`src/hdl/pcf_pkg.sv`:
```
`default_nettype none

package pcf_pkg;

    localparam int unsigned ChanW = 8;

    localparam logic [ChanW-1:0] CHAN_MAX     = 8'd255;
    localparam logic [ChanW-1:0] OPAQUE_LIMIT = 8'd245;
    localparam logic [ChanW-1:0] BRIGHT_STEP  = 8'd50;

    // 1/3 as 683 / 2048, exact for sums up to 765
    localparam logic [10:0] THIRD_Q11 = 11'd683;

    // filter mode codes
    localparam logic [3:0] MODE_GRAY     = 4'd1;
    localparam logic [3:0] MODE_NEGATIVE = 4'd2;
    localparam logic [3:0] MODE_SEPIA    = 4'd3;
    localparam logic [3:0] MODE_BRIGHT   = 4'd5;
    localparam logic [3:0] MODE_OPACITY  = 4'd6;
    localparam logic [3:0] MODE_RED      = 4'd7;
    localparam logic [3:0] MODE_GREEN    = 4'd8;
    localparam logic [3:0] MODE_BLUE     = 4'd9;

    // register indexes
    localparam logic REG_FILTER_MODE = 1'b0;

    typedef struct packed {
        logic [ChanW-1:0] alpha_in;
        logic [ChanW-1:0] red_in;
        logic [ChanW-1:0] green_in;
        logic [ChanW-1:0] blue_in;
    } t_pixel_in;

    typedef struct packed {
        logic [ChanW-1:0] alpha_out;
        logic [ChanW-1:0] red_out;
        logic [ChanW-1:0] green_out;
        logic [ChanW-1:0] blue_out;
    } t_pixel_out;

    // one sepia output channel, Q10 coefficients, truncated then saturated
    function automatic logic [ChanW-1:0] sepia_chan(
        input logic [9:0]       cr,
        input logic [9:0]       cg,
        input logic [9:0]       cb,
        input logic [ChanW-1:0] r,
        input logic [ChanW-1:0] g,
        input logic [ChanW-1:0] b
    );
        logic [18:0] acc;
        logic [8:0]  q;
        acc = 19'(r * cr) + 19'(g * cg) + 19'(b * cb);
        q   = acc[18:10];
        return q[8] ? CHAN_MAX : q[ChanW-1:0];
    endfunction

    function automatic logic [ChanW-1:0] sat_add(
        input logic [ChanW-1:0] c,
        input logic [ChanW-1:0] step
    );
        logic [ChanW:0] s;
        s = {1'b0, c} + {1'b0, step};
        return s[ChanW] ? CHAN_MAX : s[ChanW-1:0];
    endfunction

endpackage

`default_nettype wire

```
`src/hdl/per_pixel_color_filter.sv`:
```
`default_nettype none

// Per-pixel ARGB color filter. One pixel beat per clock in and out while
// i_ready stays high; a pixel is registered at the input, filtered by the
// mode in register filter_mode (byte address 0), and registered again at the
// output, where o_valid rises and the beat waits until i_ready takes it.
// The two-register pipeline holds up to two pixels, so one more input beat is
// taken while a result waits on i_ready. Modes: 1 gray, 2 negative, 3 sepia,
// 5 brightness, 6 opacity, 7/8/9 red/green/blue only; all other values pass
// the pixel. Change filter_mode only while no pixel is in flight.
module per_pixel_color_filter (
    input  wire logic                i_clk,
    input  wire logic                i_rst_n,
    input  wire logic                i_valid,
    output logic                     o_ready,
    input  wire pcf_pkg::t_pixel_in  i_pixel,
    output logic                     o_valid,
    input  wire logic                i_ready,
    output pcf_pkg::t_pixel_out      o_pixel,
    input  wire logic                psel,
    input  wire logic                penable,
    input  wire logic                pwrite,
    input  wire logic [2:0]          paddr,
    input  wire logic [31:0]         pwdata,
    output logic      [31:0]         prdata,
    output logic                     pready
);

    logic [3:0]          filter_mode;
    logic                r_in_valid, n_in_valid;
    logic                r_out_valid, n_out_valid;
    pcf_pkg::t_pixel_in  r_in;
    pcf_pkg::t_pixel_out r_out;
    pcf_pkg::t_pixel_out filt;
    logic                advance;
    logic                in_take;

    pcf_apb_regs u_regs (
        .i_clk         (i_clk),
        .i_rst_n       (i_rst_n),
        .psel          (psel),
        .penable       (penable),
        .pwrite        (pwrite),
        .paddr         (paddr),
        .pwdata        (pwdata),
        .prdata        (prdata),
        .pready        (pready),
        .o_filter_mode (filter_mode)
    );

    pcf_filter u_filter (
        .i_mode (filter_mode),
        .i_pix  (r_in),
        .o_pix  (filt)
    );

    // output stage frees up when empty or its beat is taken
    assign advance = !r_out_valid || i_ready;
    assign o_ready = !r_in_valid || advance;
    assign in_take = i_valid && o_ready;

    always_comb begin
        n_in_valid  = r_in_valid;
        n_out_valid = r_out_valid;
        if (advance) begin
            n_out_valid = r_in_valid;
        end
        if (o_ready) begin
            n_in_valid = i_valid;
        end
    end

    always_ff @(posedge i_clk) begin
        if (!i_rst_n) begin
            r_in_valid  <= 1'b0;
            r_out_valid <= 1'b0;
        end else begin
            r_in_valid  <= n_in_valid;
            r_out_valid <= n_out_valid;
        end
    end

    always_ff @(posedge i_clk) begin
        if (in_take) begin
            r_in <= i_pixel;
        end
        if (advance && r_in_valid) begin
            r_out <= filt;
        end
    end

    assign o_valid = r_out_valid;
    assign o_pixel = r_out;

`ifndef NO_ASSERTIONS
    a_reset_empty: assert property (@(posedge i_clk)
        !i_rst_n |=> !r_in_valid && !r_out_valid)
        else $error("pipeline not empty after reset");

    a_stall_full: assert property (@(posedge i_clk) disable iff (!i_rst_n)
        !o_ready |-> r_in_valid && r_out_valid)
        else $error("input stalled while pipeline has room");

    a_take_lands: assert property (@(posedge i_clk) disable iff (!i_rst_n)
        in_take |=> r_in_valid)
        else $error("accepted pixel lost at input stage");

    a_move_lands: assert property (@(posedge i_clk) disable iff (!i_rst_n)
        r_in_valid && advance |=> r_out_valid)
        else $error("pixel lost between stages");

    a_out_holds: assert property (@(posedge i_clk) disable iff (!i_rst_n)
        r_in_valid && r_out_valid && !i_ready |=> r_in_valid && r_out_valid)
        else $error("stalled pipeline dropped a pixel");
`endif

endmodule

`default_nettype wire

```
`src/hdl/pcf_apb_regs.sv`:
```
`default_nettype none

module pcf_apb_regs (
    input  wire logic        i_clk,
    input  wire logic        i_rst_n,
    input  wire logic        psel,
    input  wire logic        penable,
    input  wire logic        pwrite,
    input  wire logic [2:0]  paddr,
    input  wire logic [31:0] pwdata,
    output logic      [31:0] prdata,
    output logic             pready,
    output logic      [3:0]  o_filter_mode
);

    logic [3:0] r_filter_mode;
    logic [3:0] n_filter_mode;
    logic       wr_en;

    assign pready = 1'b1;
    assign wr_en  = psel && penable && pwrite && (paddr[2] == pcf_pkg::REG_FILTER_MODE);

    always_comb begin
        n_filter_mode = r_filter_mode;
        if (wr_en) begin
            n_filter_mode = pwdata[3:0];
        end
    end

    always_ff @(posedge i_clk) begin
        if (!i_rst_n) begin
            r_filter_mode <= 4'd0;
        end else begin
            r_filter_mode <= n_filter_mode;
        end
    end

    always_comb begin
        prdata = 32'd0;
        if (paddr[2] == pcf_pkg::REG_FILTER_MODE) begin
            prdata = {28'd0, r_filter_mode};
        end
    end

    assign o_filter_mode = r_filter_mode;

endmodule

`default_nettype wire

```
`src/hdl/pcf_filter.sv`:
```
`default_nettype none

module pcf_filter (
    input  wire logic [3:0]          i_mode,
    input  wire pcf_pkg::t_pixel_in  i_pix,
    output pcf_pkg::t_pixel_out      o_pix
);

    logic [7:0]  r, g, b, a;
    logic [9:0]  sum;
    logic [20:0] sum_scaled;
    logic [7:0]  mean;
    logic        all_bright;

    assign a = i_pix.alpha_in;
    assign r = i_pix.red_in;
    assign g = i_pix.green_in;
    assign b = i_pix.blue_in;

    assign sum        = 10'(r) + 10'(g) + 10'(b);
    assign sum_scaled = 21'(sum * pcf_pkg::THIRD_Q11);
    assign mean       = sum_scaled[18:11];

    assign all_bright = (r > pcf_pkg::OPAQUE_LIMIT) && (g > pcf_pkg::OPAQUE_LIMIT)
                     && (b > pcf_pkg::OPAQUE_LIMIT);

    always_comb begin
        o_pix.alpha_out = a;
        o_pix.red_out   = r;
        o_pix.green_out = g;
        o_pix.blue_out  = b;
        case (i_mode)
            pcf_pkg::MODE_GRAY: begin
                o_pix.red_out   = mean;
                o_pix.green_out = mean;
                o_pix.blue_out  = mean;
            end
            pcf_pkg::MODE_NEGATIVE: begin
                o_pix.red_out   = pcf_pkg::CHAN_MAX - r;
                o_pix.green_out = pcf_pkg::CHAN_MAX - g;
                o_pix.blue_out  = pcf_pkg::CHAN_MAX - b;
            end
            pcf_pkg::MODE_SEPIA: begin
                o_pix.red_out   = pcf_pkg::sepia_chan(10'd402, 10'd787, 10'd194, r, g, b);
                o_pix.green_out = pcf_pkg::sepia_chan(10'd357, 10'd702, 10'd172, r, g, b);
                o_pix.blue_out  = pcf_pkg::sepia_chan(10'd279, 10'd547, 10'd134, r, g, b);
            end
            pcf_pkg::MODE_BRIGHT: begin
                o_pix.red_out   = pcf_pkg::sat_add(r, pcf_pkg::BRIGHT_STEP);
                o_pix.green_out = pcf_pkg::sat_add(g, pcf_pkg::BRIGHT_STEP);
                o_pix.blue_out  = pcf_pkg::sat_add(b, pcf_pkg::BRIGHT_STEP);
            end
            pcf_pkg::MODE_OPACITY: begin
                if (all_bright) begin
                    o_pix.alpha_out = 8'd0;
                end
            end
            pcf_pkg::MODE_RED: begin
                o_pix.green_out = 8'd0;
                o_pix.blue_out  = 8'd0;
            end
            pcf_pkg::MODE_GREEN: begin
                o_pix.red_out  = 8'd0;
                o_pix.blue_out = 8'd0;
            end
            pcf_pkg::MODE_BLUE: begin
                o_pix.red_out   = 8'd0;
                o_pix.green_out = 8'd0;
            end
            default: begin
                o_pix.alpha_out = a;
            end
        endcase
    end

endmodule

`default_nettype wire

```
`config.mk`:
```
export PLATFORM = sky130hd
export DESIGN_NAME = per_pixel_color_filter
export DESIGN_NICKNAME = d
export VERILOG_FILES = /design/src/hdl/pcf_pkg.sv /design/src/hdl/per_pixel_color_filter.sv /design/src/hdl/pcf_apb_regs.sv /design/src/hdl/pcf_filter.sv
export SDC_FILE = /design/constraint.sdc
export NUM_CORES = 1
export LEC_CHECK = 0
export BUFFER_PORTS_ARGS = -buffer_cell sky130_fd_sc_hd__buf_2
export CORE_MARGIN = 1.5
export CORE_UTILIZATION = 45
export DETAILED_ROUTE_END_ITERATION = 6
export SLEW_MARGIN = 15
export SYNTH_ARGS = -nofsm -noshare
export SYNTH_HDL_FRONTEND = slang
export SYNTH_SLANG_ARGS = --single-unit
```
`constraint.sdc`:
```
create_clock -name i_clk -period 8 [get_ports i_clk]
set_clock_uncertainty 0.1 [all_clocks]
set_input_delay 1.6 -clock i_clk [delete_from_list [all_inputs] [get_ports i_clk]]
set_output_delay 1.6 -clock i_clk [all_outputs]
set_load 0.03 [all_outputs]
```
; ---- Yosys cells after proc, flatten, opt, wreduce, memory -nomap -nowiden
; Index checks and enable logic that the tools add are counted.
[totals]
reg_bits = 70
inputBits = 74
word_cells = 73
[op_classes]
n_addsub = 14
multipliers = 10
n_lt_le_gt_ge = 3
n_eq_ne = 8
mux = 12
bitwise_logic = 1
reduce_logical = 14
[ops]
columns = op, count
row1 = one-hot mux 8 bit (5 select lines), 3
row2 = two-way mux 8 bit, 8
row3 = adder 17 x 18 -> 19 bit, 3
row4 = adder 19 x 16 -> 19 bit, 3
row5 = multiplier 8 x 9 -> 17 bit (second input constant), 3
row6 = multiplier 8 x 10 -> 18 bit (second input constant), 2
row7 = multiplier 8 x 7 -> 15 bit (second input constant), 2
row8 = adder 8 x 6 -> 9 bit (second input constant), 3
row9 = > comparator 8 bit (second input constant), 3
row10 = subtractor 8 bit (first input constant), 3
row11 = multiplier 10 x 10 -> 19 bit (second input constant), 1
row12 = multiplier 8 x 8 -> 16 bit (second input constant), 1
row13 = multiplier 8 x 6 -> 14 bit (second input constant), 1
row14 = equality test 4 x 3 -> 1 bit (second input constant), 3
row15 = adder 10 x 8 -> 10 bit, 1
row16 = adder 8 x 8 -> 9 bit, 1
row17 = equality test 4 x 2 -> 1 bit (second input constant), 2
row18 = equality test 4 bit (second input constant), 2
row19 = logical AND 1 bit, 7
row20 = OR reduction 2 bit, 3
row21 = equality test 4 x 1 -> 1 bit (second input constant), 1
row22 = two-way mux 4 bit, 1
row23 = zero test 1 bit, 2
row24 = logical OR 1 bit, 2
row25 = NOT 1 bit, 1

; ---- Depth between registers and ports, before layout
[logic_depth]
depth_word = 5
mapped_depth = 32
mapped_depth_nobuf = 32

; ---- Cells and area by module
; From an unflattened synthesis, not the netlist that was laid out.
[unflattened]
cells_unflattened = 1792
hier_area_um2 = 17088.9
[by_module_without_submodules]
columns = mod, n_inst, cells_each, area_per_inst_um2, seq_area_each_um2
row1 = pcf_filter, 1, 1665, 14634.0, 0.0
row2 = per_pixel_color_filter, 1, 73, 2025.7, 1961.9
row3 = pcf_apb_regs, 1, 54, 429.2, 80.1

; ---- Worst setup path after synthesis
; No wires, ideal clock.
[synth_path]
kind = flip-flop to flip-flop
from = reg r_in[9] in the netlist's numbering
to = reg r_out (netlist bit o_pixel[10]) (data pin)
setup_ns = 0.280
arrival_time_ns = 6.829
required_time_ns = 7.620
setup_slack_ns = 0.791
path_stages_with_launch = 30
n_path_buf = 0
period_less_slack_ns = 7.209
cell_sequence = edfxtp_1 -> inv_1 -> fa_1 -> nor2b_1 -> o21ai_0 -> nor2b_1 -> xnor2_1 -> ha_1 -> a21boi_0 -> o21ai_0 -> nand2b_1 -> a21o_1 -> a21o_1 -> xnor2_1 -> ha_1 -> ha_1 -> fa_1 -> fa_1 -> inv_1 -> fa_1 -> inv_1 -> ha_1 -> nor2_1 -> o21ai_0 -> o221a_2 -> o21ai_1 -> nand2b_1 -> and3_1 -> a2111oi_0 -> a22oi_1
[synth_lines]
columns = item, line
row1 = "start, declared", per_pixel_color_filter.sv:32  ; pcf_pkg::t_pixel_in r_in;
row2 = "start signal, assigned", per_pixel_color_filter.sv:85  ; r_in <= i_pixel;
row3 = "end signal, assigned", per_pixel_color_filter.sv:88  ; r_out <= filt;
row4 = "end, declared", per_pixel_color_filter.sv:33  ; pcf_pkg::t_pixel_out r_out;

==> metrics.md <==
| Metric | Value |
|---|---|
| Area contributors post-synth | ha_1, fa_1, edfxtp_1, inv_1, xnor2_1 |
| Vias in the first global route | 12987 |
| DR pass1 iterations | 7 |
| Worst Setup Path Type | flop to flop |
| Vias per Instance | about 5.3 |
| Crit-path max FO | 6 |
| Post-DP HPWL | about 41000 um |
| Share of cells above drive strength 1 | 0.0941 |
| CTS sink count | 70 |
| Worst Setup EP | o_pixel[11] |
| Main synth FF type | edfxtp_1 |
| Post-Route Setup TNS | 0 ns |
| CP arrival | 7.70 ns |
| Min cycle time layout | around 7.7 ns |
| Clock Latency Late Sink | 0.35 ns |
| GR Layer Usage met1 | 0.349 |
| Register bit total from synthesis | 70 |
| Netlist cell types | 71 |
| Die width | 198 um |
| Post-CTS Hold Buffers | 0 |
| Worst-case reg-to-reg path depth | 26 |
| N_diodes | 0 |
| Outcome | complete, but fails checks |
| Die Y-Extent | approximately 200 um |
| Worst-margin pin slew | ~0.99 ns |
| RSZ-0062 raised after global routing | false |
| Cell taking the most area after synthesis | ha_1 |
| EDFF count, synth | 64 |
| FF-to-FF End | o_pixel[11] |
| Final setup vio count | 0 |
| DRT antenna net count | 0 |
| Root Driver | clkbuf_16 |
| Core ar. | around 37000 sq um |
| First-pass GRT wire length | approximately 73000 um |
| Synth top area share | 0.308 |
| Crit path from | r_in[3] |
| Total congestion overflow | 0 |
| Die Footprint | between 30000 and 40000 sq um |
| Post-Syn Area | ~17000 sq um |
| Synth async-reset ratio | 0 |
| Routability cong. | between 1 and 1.5 |
| Rel. slew slack | 0.341 |
| CP required | approximately 8.0 ns |
| Sequential share of the synthesized area | 0.120 |
| H-tree levels | 3 |
| Final Hold Fails | 0 |
| Cts bufs inserted | 9 |
| Synth Instances | 1808 |
| IO Port Bufs | 81 |
| Vias | 13000 |
| Clk buf depth | 2 |
| Final worst-path cycle share | 0.966 |
| Wirelength per Cell | approximately 19 um |
| Critical Path Start Type | flop |
| Slew Limit Fails | 0 |
| Overall routing resource usage | 0.253 |
| DR iter-0 viols | 776 |
| Post-Route WL | 47800 um |
| Routing usage on met3 | 0.0299 |
| Average cell area after synthesis | roughly 9.4 sq um |
| Synth cell count leaders | inv_1, ha_1, fa_1 |
| Most frequent cell after synthesis | inv_1 |
| GR peak layer | met2 |
| CTS tree | done |
| Setup slack, reg-to-reg | roughly 0.27 ns |
| Top-Level Pins | 141 |
| Launch point of the worst reg-to-reg path | r_in[3] |
| Fmax | 0.129 GHz |
| Row Count | 71 |
| Largest net degree at the start of global routing | 33 |
| DRC violations left | 2 |
| Clk slew on worst S/H paths | about 0.060 ns |
| Critical Path End Type | flop |
| Synth Warn # | 0 |
| Hold Path Class | flop to flop |
| Area growth from synthesis to layout | 10.0% |
| Final net count | about 2600 |
| Met2 usage | 0.415 |
| Starting density of the core | 0.454 |
| Failing checks | DRC |
| Max Cap Viol | 0 |
| Initial antenna violation count | 0 |
| Hold path start | r_in[26] |
## logic make-up after synthesis
kind of cell,after synthesis,synth area share
flops,70,0.120
buf+inv,468,0.110
other cells,2,0.000441
mux,5,0.00294
compound gates,290,0.115
fa+ha+maj,609,0.531
simple gates,289,0.0829
xor+xnor,75,0.0386
## worst min-delay path by stage
stage,slack (ns),depth (start not counted),endpoint
5_1_grt,0.43,1,o_pixel[28]
3_5_place_dp,0.41,1,o_valid
3_3_place_gp,0.39,1,o_valid
2_1_floorplan,0.38,1,o_valid
6_report,0.42,1,o_pixel[26]
4_1_cts,0.42,1,o_pixel[26]
## placed cells by master (no fill, tap or decap), drive strengths merged, types with 15 or more instances in the layout
cell and instances:
inv 429, ha 419, fa 190, buf 145, nor2 91, o21ai 75
a21oi 70, edfxtp 64, nand2 50, xnor2 41, xor2 34, conb 29
nor3 28, nand3 27, a21o 21, nor2b 18, a211oi 15
## cell type report
class	count	area [sq um]
Clock buffer	10	229
Clock inverter	6	70.1
Fill cell	3571	18700
Inverter	428	1610
Multi-Input combinational cell	1297	13300
Sequential cell	70	2040
Tap cell	511	639
Timing Repair Buffer	145	886
## per-layer routing
layer | routed length, um | part of all wire | vias up
li1 | - | - | 6257
met1 | 21600 | 0.45 | 6325
met2 | 22300 | 0.47 | 354
met3 | 2520 | 0.053 | 64
met4 | 1430 | 0.030 | 0
met5 | 0 | 0 | -
## per-stage QoR
stage               instance area, sq um  hold slack [ns]  cells  utilization  worst slack [ns]
floorplan                          17100            0.377   1835            -             0.791
global placement                   18400            0.391   2449        0.491             0.156
detailed placement                 18400            0.407   2449        0.491            0.0792
CTS                                18700            0.424   2465        0.499            0.0505
global route                       18700            0.433   2467        0.500           0.00392
finish                             18700            0.424   2467        0.500             0.268
## registers in the layout (all words and copies together) (netlist names)
register	count
r_in	32
o_pixel	32
u_regs.o_filter_mode	4
r_in_valid	1
o_valid	1
## critical path: stages (launching register included)
cell and delay, ns:
edfxtp_1 0.55, ha_1 0.38, inv_1 0.06, ha_1 0.29, fa_1 0.52, fa_1 0.48
a21o_1 0.18, a21oi_1 0.21, xnor2_1 0.15, ha_1 0.25, inv_1 0.08, fa_1 0.43
fa_1 0.50, inv_1 0.06, fa_1 0.54, inv_1 0.06, fa_1 0.53, inv_1 0.04
ha_1 0.32, a21oi_1 0.15, o21a_1 0.15, o21ai_2 0.10, a221oi_4 0.36, o21a_1 0.21
o311ai_2 0.18, o21ai_0 0.42, o21ai_0 0.16
## repair_timing
action / in CTS / in global routing
setup endpoints to repair: 0 / 15
buffers inserted: 0 / 2
gates resized for setup: 0 / 7
Power is left out: the tool's default activity adds up to more than one toggle a clock period on the data nets, which glitch-free logic cannot reach.
